**config.mk**
```make
export PLATFORM = sky130hd
export DESIGN_NAME = mutex_lock_manager
export DESIGN_NICKNAME = d
export VERILOG_FILES = /design/src/rtl/core/mll_pkg.sv /design/src/rtl/core/mutex_lock_manager.sv
export SDC_FILE = /design/constraint.sdc
export NUM_CORES = 2
export LEC_CHECK = 0
export BUFFER_PORTS_ARGS = -buffer_cell sky130_fd_sc_hd__buf_2
export CAP_MARGIN = 20
export CORE_MARGIN = 5
export CORE_UTILIZATION = 30
export DETAILED_ROUTE_END_ITERATION = 6
export PLACE_DENSITY = 0.51
export SLEW_MARGIN = 30
export SYNTH_ARGS = -nofsm -noshare
export SYNTH_HDL_FRONTEND = slang
export SYNTH_SLANG_ARGS = --single-unit
```
**constraint.sdc**
```tcl
create_clock -name clk -period 11.29 [get_ports clk]
set_clock_uncertainty 0.15 [all_clocks]
set_input_delay 1.6935 -clock clk [delete_from_list [all_inputs] [get_ports clk]]
set_output_delay 1.6935 -clock clk [all_outputs]
set_load 0.02 [all_outputs]
```
**src/rtl/core/mll_pkg.sv**
```systemverilog
// Package for the mutex lock manager: sizes, request and status codes, table entry type.
`timescale 1ns / 1ps
package mll_pkg;

	localparam int MUTEX_COUNT = 16;
	localparam int WAIT_DEPTH  = 16;
	localparam int PID_BITS    = 4;

	// fixed field widths of the ports
	localparam int REQ_W    = 2;
	localparam int ID_W     = 4;
	localparam int PIDIN_W  = 4;
	localparam int STATUS_W = 3;
	localparam int VALUE_W  = 5;

	localparam int MID_W  = $clog2(MUTEX_COUNT);
	localparam int WPTR_W = $clog2(WAIT_DEPTH);
	localparam int CNT_W  = $clog2(WAIT_DEPTH + 2);
	localparam int FCNT_W = $clog2(MUTEX_COUNT + 1);
	localparam int WADDR_W = MID_W + WPTR_W;

	typedef enum logic [REQ_W-1:0] {
		REQ_ALLOC   = 2'd0,
		REQ_DESTROY = 2'd1,
		REQ_LOCK    = 2'd2,
		REQ_UNLOCK  = 2'd3
	} req_t;

	typedef enum logic [STATUS_W-1:0] {
		ST_OK      = 3'd0,
		ST_NO_FREE = 3'd1,
		ST_BAD_ID  = 3'd2,
		ST_LOCKED  = 3'd3,
		ST_Q_FULL  = 3'd4
	} status_t;

	typedef enum logic {
		FSM_IDLE,
		FSM_EXEC
	} fsm_t;

	typedef struct packed {
		logic                alloc;
		logic [CNT_W-1:0]    cnt;
		logic [PID_BITS-1:0] owner;
		logic [WPTR_W-1:0]   tail;
	} tbl_ent_t;

	typedef struct packed {
		req_t                 req;
		logic [ID_W-1:0]      id;
		logic [PID_BITS-1:0]  pid;
	} req_item_t;

endpackage

```
**src/rtl/core/mutex_lock_manager.sv**
```systemverilog
// Mutex lock manager: mutex table, free id list and per-mutex waiter queues in memory.
`timescale 1ns / 1ps
// Channel   Direction  Handshake           Payload
// request   in         in_valid/in_stall   req_type, mutex_id, requester_pid
// result    out        out_valid/out_stall status, value, must_wait, owner_handed, new_owner_pid
//
// The accept edge issues the table, free list and waiter reads; the edge that ends
// the execute state does the read-modify-write and loads the result register.
// Reset is immediate: valid bits make unwritten table and free list entries read
// as their reset values, so there is no clearing pass.
// A result held by out_stall keeps the block in its execute cycle until taken.
module mutex_lock_manager (
	input  logic                           clk,
	input  logic                           arst_n,
	input  logic                           in_valid,
	output logic                           in_stall,
	input  logic [mll_pkg::REQ_W-1:0]      req_type,
	input  logic [mll_pkg::ID_W-1:0]       mutex_id,
	input  logic [mll_pkg::PIDIN_W-1:0]    requester_pid,
	output logic                           out_valid,
	input  logic                           out_stall,
	output logic [mll_pkg::STATUS_W-1:0]   status,
	output logic [mll_pkg::VALUE_W-1:0]    value,
	output logic                           must_wait,
	output logic                           owner_handed,
	output logic [mll_pkg::PIDIN_W-1:0]    new_owner_pid
);
	import mll_pkg::*;

	fsm_t state_q, state_nxt;
	logic in_fire, exec_go;

	req_item_t req_s1;

	// memories
	tbl_ent_t          tbl_mem [MUTEX_COUNT];
	logic [MID_W-1:0]  free_mem [MUTEX_COUNT];
	logic [PID_BITS-1:0] wait_mem [MUTEX_COUNT * WAIT_DEPTH];

	logic [MUTEX_COUNT-1:0] tbl_vld_q;
	logic [MUTEX_COUNT-1:0] free_vld_q;
	logic [WPTR_W-1:0]      head_q [MUTEX_COUNT];

	logic [MID_W-1:0]  free_head_q, free_tail_q;
	logic [FCNT_W-1:0] free_cnt_q;

	tbl_ent_t            tbl_rd_s1;
	logic                tbl_vld_s1;
	logic [MID_W-1:0]    free_rd_s1;
	logic                free_vld_s1;
	logic [PID_BITS-1:0] wait_rd_s1;

	logic [MID_W-1:0]   rd_id;
	logic [WADDR_W-1:0] wait_raddr;

	// execute-cycle controls
	tbl_ent_t            ent;
	logic [MID_W-1:0]    got_id;
	logic [MID_W-1:0]    ex_id;
	logic                id_ok;
	logic                tbl_we;
	logic [MID_W-1:0]    tbl_waddr;
	tbl_ent_t            tbl_wdata;
	logic                head_we;
	logic [WPTR_W-1:0]   head_wdata;
	logic                wait_we;
	logic                free_pop, free_push;
	status_t             r_status;
	logic [VALUE_W-1:0]  r_value;
	logic                r_wait, r_handed;
	logic [PID_BITS-1:0] r_newpid;

	function automatic logic [WPTR_W-1:0] wptr_inc(input logic [WPTR_W-1:0] p);
		return (int'(p) == WAIT_DEPTH - 1) ? '0 : p + 1'b1;
	endfunction

	function automatic logic [MID_W-1:0] fptr_inc(input logic [MID_W-1:0] p);
		return (int'(p) == MUTEX_COUNT - 1) ? '0 : p + 1'b1;
	endfunction

	// state machine
	always_comb begin
		state_nxt = state_q;
		case (state_q)
			FSM_IDLE: if (in_valid) state_nxt = FSM_EXEC;
			FSM_EXEC: if (exec_go) state_nxt = FSM_IDLE;
			default:  state_nxt = FSM_IDLE;
		endcase
	end

	always_comb begin
		in_stall = 1'b1;
		exec_go  = 1'b0;
		case (state_q)
			FSM_IDLE: in_stall = 1'b0;
			FSM_EXEC: exec_go  = !out_valid || !out_stall;
			default: begin
				in_stall = 1'b1;
				exec_go  = 1'b0;
			end
		endcase
	end

	assign in_fire = in_valid && !in_stall;

	always_ff @(posedge clk or negedge arst_n) begin
		if (!arst_n) state_q <= FSM_IDLE;
		else         state_q <= state_nxt;
	end

	// read issue on accept
	assign rd_id      = mutex_id[MID_W-1:0];
	assign wait_raddr = {rd_id, head_q[rd_id]};

	always_ff @(posedge clk) begin
		if (in_fire) begin
			req_s1.req  <= req_t'(req_type);
			req_s1.id   <= mutex_id;
			req_s1.pid  <= requester_pid[PID_BITS-1:0];
			tbl_rd_s1   <= tbl_mem[rd_id];
			tbl_vld_s1  <= tbl_vld_q[rd_id];
			free_rd_s1  <= free_mem[free_head_q];
			free_vld_s1 <= free_vld_q[free_head_q];
			wait_rd_s1  <= wait_mem[wait_raddr];
		end
	end

	// execute: modify
	assign ent    = tbl_vld_s1 ? tbl_rd_s1 : '0;
	assign got_id = free_vld_s1 ? free_rd_s1 : free_head_q;
	assign ex_id  = req_s1.id[MID_W-1:0];
	assign id_ok  = (int'(req_s1.id) < MUTEX_COUNT) && ent.alloc;

	always_comb begin
		tbl_we     = 1'b0;
		tbl_waddr  = ex_id;
		tbl_wdata  = ent;
		head_we    = 1'b0;
		head_wdata = '0;
		wait_we    = 1'b0;
		free_pop   = 1'b0;
		free_push  = 1'b0;
		r_status   = ST_OK;
		r_value    = '0;
		r_wait     = 1'b0;
		r_handed   = 1'b0;
		r_newpid   = '0;
		case (req_s1.req)
			REQ_ALLOC: begin
				if (free_cnt_q == '0) begin
					r_status = ST_NO_FREE;
				end else begin
					free_pop        = 1'b1;
					tbl_we          = 1'b1;
					tbl_waddr       = got_id;
					tbl_wdata       = '0;
					tbl_wdata.alloc = 1'b1;
					r_value         = VALUE_W'(got_id);
				end
			end
			REQ_DESTROY: begin
				if (!id_ok) begin
					r_status = ST_BAD_ID;
				end else if (ent.cnt != '0) begin
					r_status = ST_LOCKED;
					r_value  = VALUE_W'(ent.cnt);
				end else begin
					free_push = (int'(free_cnt_q) < MUTEX_COUNT);
					tbl_we    = 1'b1;
					tbl_wdata = '0;
					head_we   = 1'b1;
				end
			end
			REQ_LOCK: begin
				if (!id_ok) begin
					r_status = ST_BAD_ID;
				end else if (ent.cnt == '0) begin
					tbl_we          = 1'b1;
					tbl_wdata.owner = req_s1.pid;
					tbl_wdata.cnt   = CNT_W'(1);
					r_value         = VALUE_W'(1);
				end else if (int'(ent.cnt) > WAIT_DEPTH) begin
					r_status = ST_Q_FULL;
					r_value  = VALUE_W'(ent.cnt);
				end else begin
					wait_we        = 1'b1;
					tbl_we         = 1'b1;
					tbl_wdata.tail = wptr_inc(ent.tail);
					tbl_wdata.cnt  = ent.cnt + 1'b1;
					r_value        = VALUE_W'(ent.cnt + 1'b1);
					r_wait         = 1'b1;
				end
			end
			REQ_UNLOCK: begin
				if (!id_ok) begin
					r_status = ST_BAD_ID;
				end else if (ent.cnt != '0) begin
					tbl_we        = 1'b1;
					tbl_wdata.cnt = ent.cnt - 1'b1;
					r_value       = VALUE_W'(ent.cnt - 1'b1);
					if (ent.cnt == CNT_W'(1)) begin
						tbl_wdata.owner = '0;
					end else begin
						// oldest waiter takes over
						tbl_wdata.owner = wait_rd_s1;
						head_we         = 1'b1;
						head_wdata      = wptr_inc(head_q[ex_id]);
						r_handed        = 1'b1;
						r_newpid        = wait_rd_s1;
					end
				end
			end
			default: r_status = ST_OK;
		endcase
	end

	// execute: write back
	always_ff @(posedge clk) begin
		if (exec_go && tbl_we) tbl_mem[tbl_waddr] <= tbl_wdata;
		if (exec_go && wait_we) wait_mem[{ex_id, ent.tail}] <= req_s1.pid;
		if (exec_go && free_push) free_mem[free_tail_q] <= ex_id;
	end

	always_ff @(posedge clk or negedge arst_n) begin
		if (!arst_n) begin
			tbl_vld_q   <= '0;
			free_vld_q  <= '0;
			free_head_q <= '0;
			free_tail_q <= '0;
			free_cnt_q  <= FCNT_W'(MUTEX_COUNT);
			for (int i = 0; i < MUTEX_COUNT; i++) head_q[i] <= '0;
		end else if (exec_go) begin
			if (tbl_we) tbl_vld_q[tbl_waddr] <= 1'b1;
			if (free_pop) begin
				free_head_q <= fptr_inc(free_head_q);
				free_cnt_q  <= free_cnt_q - 1'b1;
				head_q[got_id] <= '0;
			end
			if (free_push) begin
				free_vld_q[free_tail_q] <= 1'b1;
				free_tail_q <= fptr_inc(free_tail_q);
				free_cnt_q  <= free_cnt_q + 1'b1;
			end
			if (head_we) head_q[ex_id] <= head_wdata;
		end
	end

	// result register
	logic                out_valid_q;
	status_t             status_q;
	logic [VALUE_W-1:0]  value_q;
	logic                wait_q, handed_q;
	logic [PID_BITS-1:0] newpid_q;

	always_ff @(posedge clk or negedge arst_n) begin
		if (!arst_n)                     out_valid_q <= 1'b0;
		else if (exec_go)                out_valid_q <= 1'b1;
		else if (out_valid_q && !out_stall) out_valid_q <= 1'b0;
	end

	always_ff @(posedge clk) begin
		if (exec_go) begin
			status_q <= r_status;
			value_q  <= r_value;
			wait_q   <= r_wait;
			handed_q <= r_handed;
			newpid_q <= r_newpid;
		end
	end

	assign out_valid     = out_valid_q;
	assign status        = status_q;
	assign value         = value_q;
	assign must_wait     = wait_q;
	assign owner_handed  = handed_q;
	assign new_owner_pid = PIDIN_W'(newpid_q);

endmodule

```
; Word-level counts from Yosys, hierarchy flattened
; Memory sizes are Yosys's and may differ from the RTL's. A register that Yosys moved wholly into a read port is not among the register bits.
; Index checks and enable logic that the tools add are counted.
[classes]
mux = 99
bitwise_logic = 8
addsub = 8
reduce_logical = 23
n_lt_le_gt_ge = 13
eq_ne = 8
[ops]
columns = op, n
row1 = $mux W64, 3
row2 = $mux W4, 22
row3 = $and A64 B64 Y64, 1
row4 = $bwmux W64, 1
row5 = $not A64 Y64, 1
row6 = $mux W14, 4
row7 = $mux W5, 9
row8 = $pmux W9 S4, 1
row9 = $mux W1, 35
row10 = $bmux W4 S4, 2
row11 = $demux W4 S4, 2
row12 = $or A16 B16 Y16, 2
row13 = $lt A4 B5 Y1 const B, 4
row14 = $pmux W5 S4, 1
row15 = $mux W9, 2
row16 = $add A4 B1 Y4 const B, 4
row17 = $eq A4 B1 Y1 const B, 4
row18 = $ge A5 B5 Y1 const B, 3
row19 = $not A4 Y5, 3
row20 = $mux W13, 1
row21 = $pmux W3 S4, 1
row22 = $pmux W4 S3, 1
row23 = $add A5 B1 Y5 const B, 2
row24 = $logic_not A5 Y1, 2
row25 = 23 further kinds, 48
[totals]
word_cells = 195
in_bits = 14
out_inout_bits = 16
n_memories = 3
mem_bits_rw = 1312
reg_bits = 137
[mem_list]
columns = memory, depth, word_bits, read_ports, rd_ports_with_merged_regs, write_ports, line_no
row1 = wait_mem, 256, 4, 1, 1, 1, mutex_lock_manager.sv:38  ; logic [PID_BITS-1:0] wait_mem [MUTEX_COUNT * WAIT_DEPTH];
row2 = tbl_mem, 16, 14, 1, 1, 1, mutex_lock_manager.sv:36  ; tbl_ent_t tbl_mem [MUTEX_COUNT];
row3 = free_mem, 16, 4, 1, 1, 1, mutex_lock_manager.sv:37  ; logic [MID_W-1:0] free_mem [MUTEX_COUNT];

; Longest topological paths before layout
[logic_depth]
depth_word = 12
mapped_depth = 18
depth_no_buf = 15

; Worst setup path before layout
; OpenSTA, ideal clock, no wires.
[synth_path]
path_kind = input port to flip-flop
startpoint = input port mutex_id[0] (netlist bit)
endpoint = register wait_rd_s1[2] (read register of wait_mem) (data pin)
slack_ns = 6.551
setup_ns = 0.257
required_time_ns = 10.883
arrival_time_ns = 4.332
stages = 13
path_buffers = 5
cell_sequence = buf_4 -> buf_6 -> mux4_2 -> mux4_2 -> buf_6 -> buf_6 -> clkbuf_1 -> a221oi_1 -> a31oi_1 -> o21ai_0 -> nand3_1 -> o211a_1 -> a32o_1
[synth_between]
elab_chain_len = 4
[synth_lines]
columns = element, line_no
row1 = "start, declared", mutex_lock_manager.sv:18  ; input logic [mll_pkg::ID_W-1:0] mutex_id,
row2 = $not A4 Y5 (implied by the code), mutex_lock_manager.sv:113  ; assign wait_raddr = {rd_id, head_q[rd_id]};
row3 = $bmux W4 S4, mutex_lock_manager.sv:113
row4 = $mux W4 (implied by the code) (2 in a row), mutex_lock_manager.sv:113
row5 = "end, declared", mutex_lock_manager.sv:51  ; logic [PID_BITS-1:0] wait_rd_s1;
; Several ways; a longest one is shown, not always the timed one. The select of a mux whose other input is x is not followed.
; A chain may end at the register's enable or synchronous reset.

; Worst setup path in the final report
[layout_path]
startpoint = input port mutex_id[2] (netlist bit)
endpoint = register wait_rd_s1[0] (read register of wait_mem) (data pin)
; The elaborated chain is that of the path after synthesis.

==> flow_summary_export.csv <==
group,metric,value,unit
cts,cts_tree,"yes",
yosys,ys_warn_count,0,
route,postRouteAntennaNets,0,
power_and_ir_drop,p_per_area,186,nW/um2
yosys,synth_area,58000,um2
run,maxCapViolations,0,
cts,post_cts_resized,0,
yosys,synthCells,4081,
yosys,async_flop_share,0.0791,
yosys,synth_top_area_frac,0.669,
global_route,grt_usage,0.161,
cts,cts-htree-levels,4,
yosys,synth_nets,4115,
yosys,synth-edff-count,1292,
cells_and_area,drive_gt1_frac,0.121,
timing,report.final.slew_viol_count,0,
power_and_ir_drop,finalPower,0.0122,W
critical_path,critPathKind,"in2reg",
place,place.gp.congestion,0.839,
cells_and_area,final_common_cell,"edfxtp_1",
floorplan,die_y,450,um
critical_path,cp_max_fo,77,
yosys,ys.flop_type,"edfxtp_1",
critical_path,crit_slowest_cell,"nor4_1",
run_status,outcome,"complete, no violations",
critical_path,cp-start-kind,"input pin",
floorplan,io_pins,30,
floorplan,rows,161,
yosys,ys_seq_area_frac,0.717,
yosys,ys_types,74,
timing,fin_crit_sh,0.616,
route,routed_wl,167000,um
global_route,gr-total-overflow,0,
yosys,ys_ff_latch,1403,
hold_path,hp-class,"reg2reg",
timing,max_freq,0.144,GHz
route,drcViolationCount,0,
cells_and_area,post-route-util,0.341,
timing,timing.final.hold_violations,0,
place,numPortBuffers,29,
global_route,antenna_found_initial,5,
cts,post_cts_buffers,0,
place,place_ws,3.73,ns
floorplan,die_area,202000,um2
timing,rsz0062_at_grt,"false",
critical_path,path_cells,"buf_2 -> buf_4 -> mux4_2 -> mux2i_1 -> nand2_4 -> nand2_4 -> buf_4 -> a211oi_1 -> nor4_1 -> o32a_1 -> nand4_1 -> o211ai_1 -> a32o_1",
critical_path,cp.arrival,7.43,ns
floorplan,start_util,0.301,
critical_path,worst-endpoint-required,11.77,ns
cts,cts_buffer_depth,3,
cts,clkSinkCount,1403,
timing,relSlewSlack,0.323,
timing,setup_viol,0,
route,drt-pass1-iter-count,5,
cts,clock_latency,0.77,ns
yosys,syn_avg_cell_area,14.2,um2
power_and_ir_drop,leakagePower,21.5,nW
critical_path,slowest_delay,0.88,ns
place,hpwl,100000,um
power_and_ir_drop,vdd_drop_max,0.125,mV
global_route,grt_max_degree,184,
timing,tns,0,ns
yosys,synth_area_leaders,"edfxtp_1 67%, dfrtp_1 4.7%, nand2_1 4.7%, mux4_2 4.5%, nor2_1 2.1%",
timing,tightest_slew,1.02,ns
critical_path,end_kind,"register",
floorplan,die_x,450,um
route,first_iter_violations,3746,
timing,fin_crit,6.95,ns
route,via_per_inst,5.25,
floorplan,coreArea,192000,um2
yosys,netlist.top_cell.by_area,"edfxtp_1",
global_route,grt_pass1_wl,245000,um
timing,layout_setup_ws,4.34,ns
cells_and_area,final_nets,4097,
cts,cts_made_buffers,147,
route,wl_per_cell,25.0,um
route,num_vias,35200,
cells_and_area,area_growth,13.0,%
cells_and_area,mostFrequentLayoutCells,"1,292 x edfxtp_1, 723 x nand2_1, 324 x nor2_1",
cts,cts_hold_buffers,0,
global_route,grt_pass1_vias,34700,
cts,clk_transition_reported_paths,0.07,ns
cts,root_buffer,"clkbuf_16",
report_power, final:
| part | switching, W | internal, W | total [W] |
|---|---|---|---|
| Combinational | 0.000972 | 0.000386 | 0.00136 |
| Sequential | 0.000101 | 0.00600 | 0.00610 |
| Clock | 0.00202 | 0.00274 | 0.00476 |
area by class of cell:
cell class              instances  area [um2]
repair buffers                104         822
flip-flops and latches       1403       41600
inverters                      21        83.8
clock buffers                 194        4020
clock inverters                72         651
well taps                    2526        3160
fillers                     18600      127000
diodes                          1        2.50
multi-input cells            2386       15200
cell usage after synthesis, types with 8 or more instances:
master    instances
mux2_2           10
nor2_1          332
o22ai_1          45
nand2_1         730
buf_4            20
o32a_1            8
a32o_1           15
buf_2            64
and2_1           15
dfrtp_1         110
a31oi_1          78
mux2i_1         115
clkbuf_1        155
nand3_1         122
and3_1          129
a211oi_1         97
nand2b_1         11
ha_1             19
o21ai_0          81
nor2b_1          14
a21oi_1         105
a311oi_1         46
a32oi_1          44
nor3_1           33
edfxtp_1       1292
nand4_1          25
nor4_1           37
inv_1            17
or2_2            32
mux4_2          117
buf_1            22
a22o_1           33
buf_6            10
logic make-up (layout without fill, tap and decap cells):
group | count (synthesis) | after routing | share of synthesized area
simple gates | 1500 | 1500 | 0.113
flops | 1403 | 1403 | 0.717
compound gates | 616 | 616 | 0.0738
buf+inv | 292 | 391 | 0.0230
mux | 242 | 242 | 0.0672
fa+ha+maj | 20 | 20 | 0.00444
xor+xnor | 8 | 8 | 0.00121
other cells | 0 | 1 | 0
per-layer routing:
| layer | vias up | global-route usage | wire length [um] |
|---|---|---|---|
| met5 | - | 0 | 0 |
| met4 | 0 | 0.0491 | 4760 |
| met3 | 238 | 0.0289 | 10800 |
| met2 | 1297 | 0.255 | 78200 |
| met1 | 18100 | 0.227 | 73700 |
| li1 | 15500 | - | - |
stage by stage:
step,instance area (um2),hold slack (ns),instances
2_1_floorplan,58000,0.284,4081
3_3_place_gp,60700,0.294,6436
3_5_place_dp,60800,0.299,6437
4_1_cts,65400,0.314,6703
5_1_grt,65500,0.324,6707
6_report,65500,0.311,6707
final timing paths:
path                                from       endpoint  slack, ns  cells past startpoint
min reg2reg                free_vld_q[6]  free_vld_q[6]       0.31                      1
max                          mutex_id[2]  wait_rd_s1[0]       4.34                     13
min                        free_vld_q[6]  free_vld_q[6]       0.31                      1
max in group asynchronous         arst_n     head_q[41]       8.86                      2
max reg2reg                   head_q[16]  wait_rd_s1[0]       5.69                     11
min in group asynchronous         arst_n  tbl_vld_q[15]       0.87                      1
state kept, by name, indices dropped and copies added (netlist names):
name,count
free_tail_q,4
wait_rd_s1,4
owner_handed,1
ex_id,4
tbl_vld_s1,1
req_s1,6
free_cnt_q,5
new_owner_pid,4
free_rd_s1,4
must_wait,1
tbl_vld_q,16
state_q,1
tbl_rd_s1,10
free_mem,64
free_head_q,4
head_q,64
free_vld_s1,1
tbl_mem,160
wait_mem,1024
out_valid,1
status,3
free_vld_q,16
value,5
critical path, delay by kind of cell:
family | cells | cell delay (ns)
AND/OR/NAND/NOR | 4 | 2.24
buffers and inverters | 3 | 1.50
multiplexers | 2 | 0.96
AO/OA/AOI/OAI | 4 | 0.88
No activity file was read; power rests on OpenSTA's default activity.
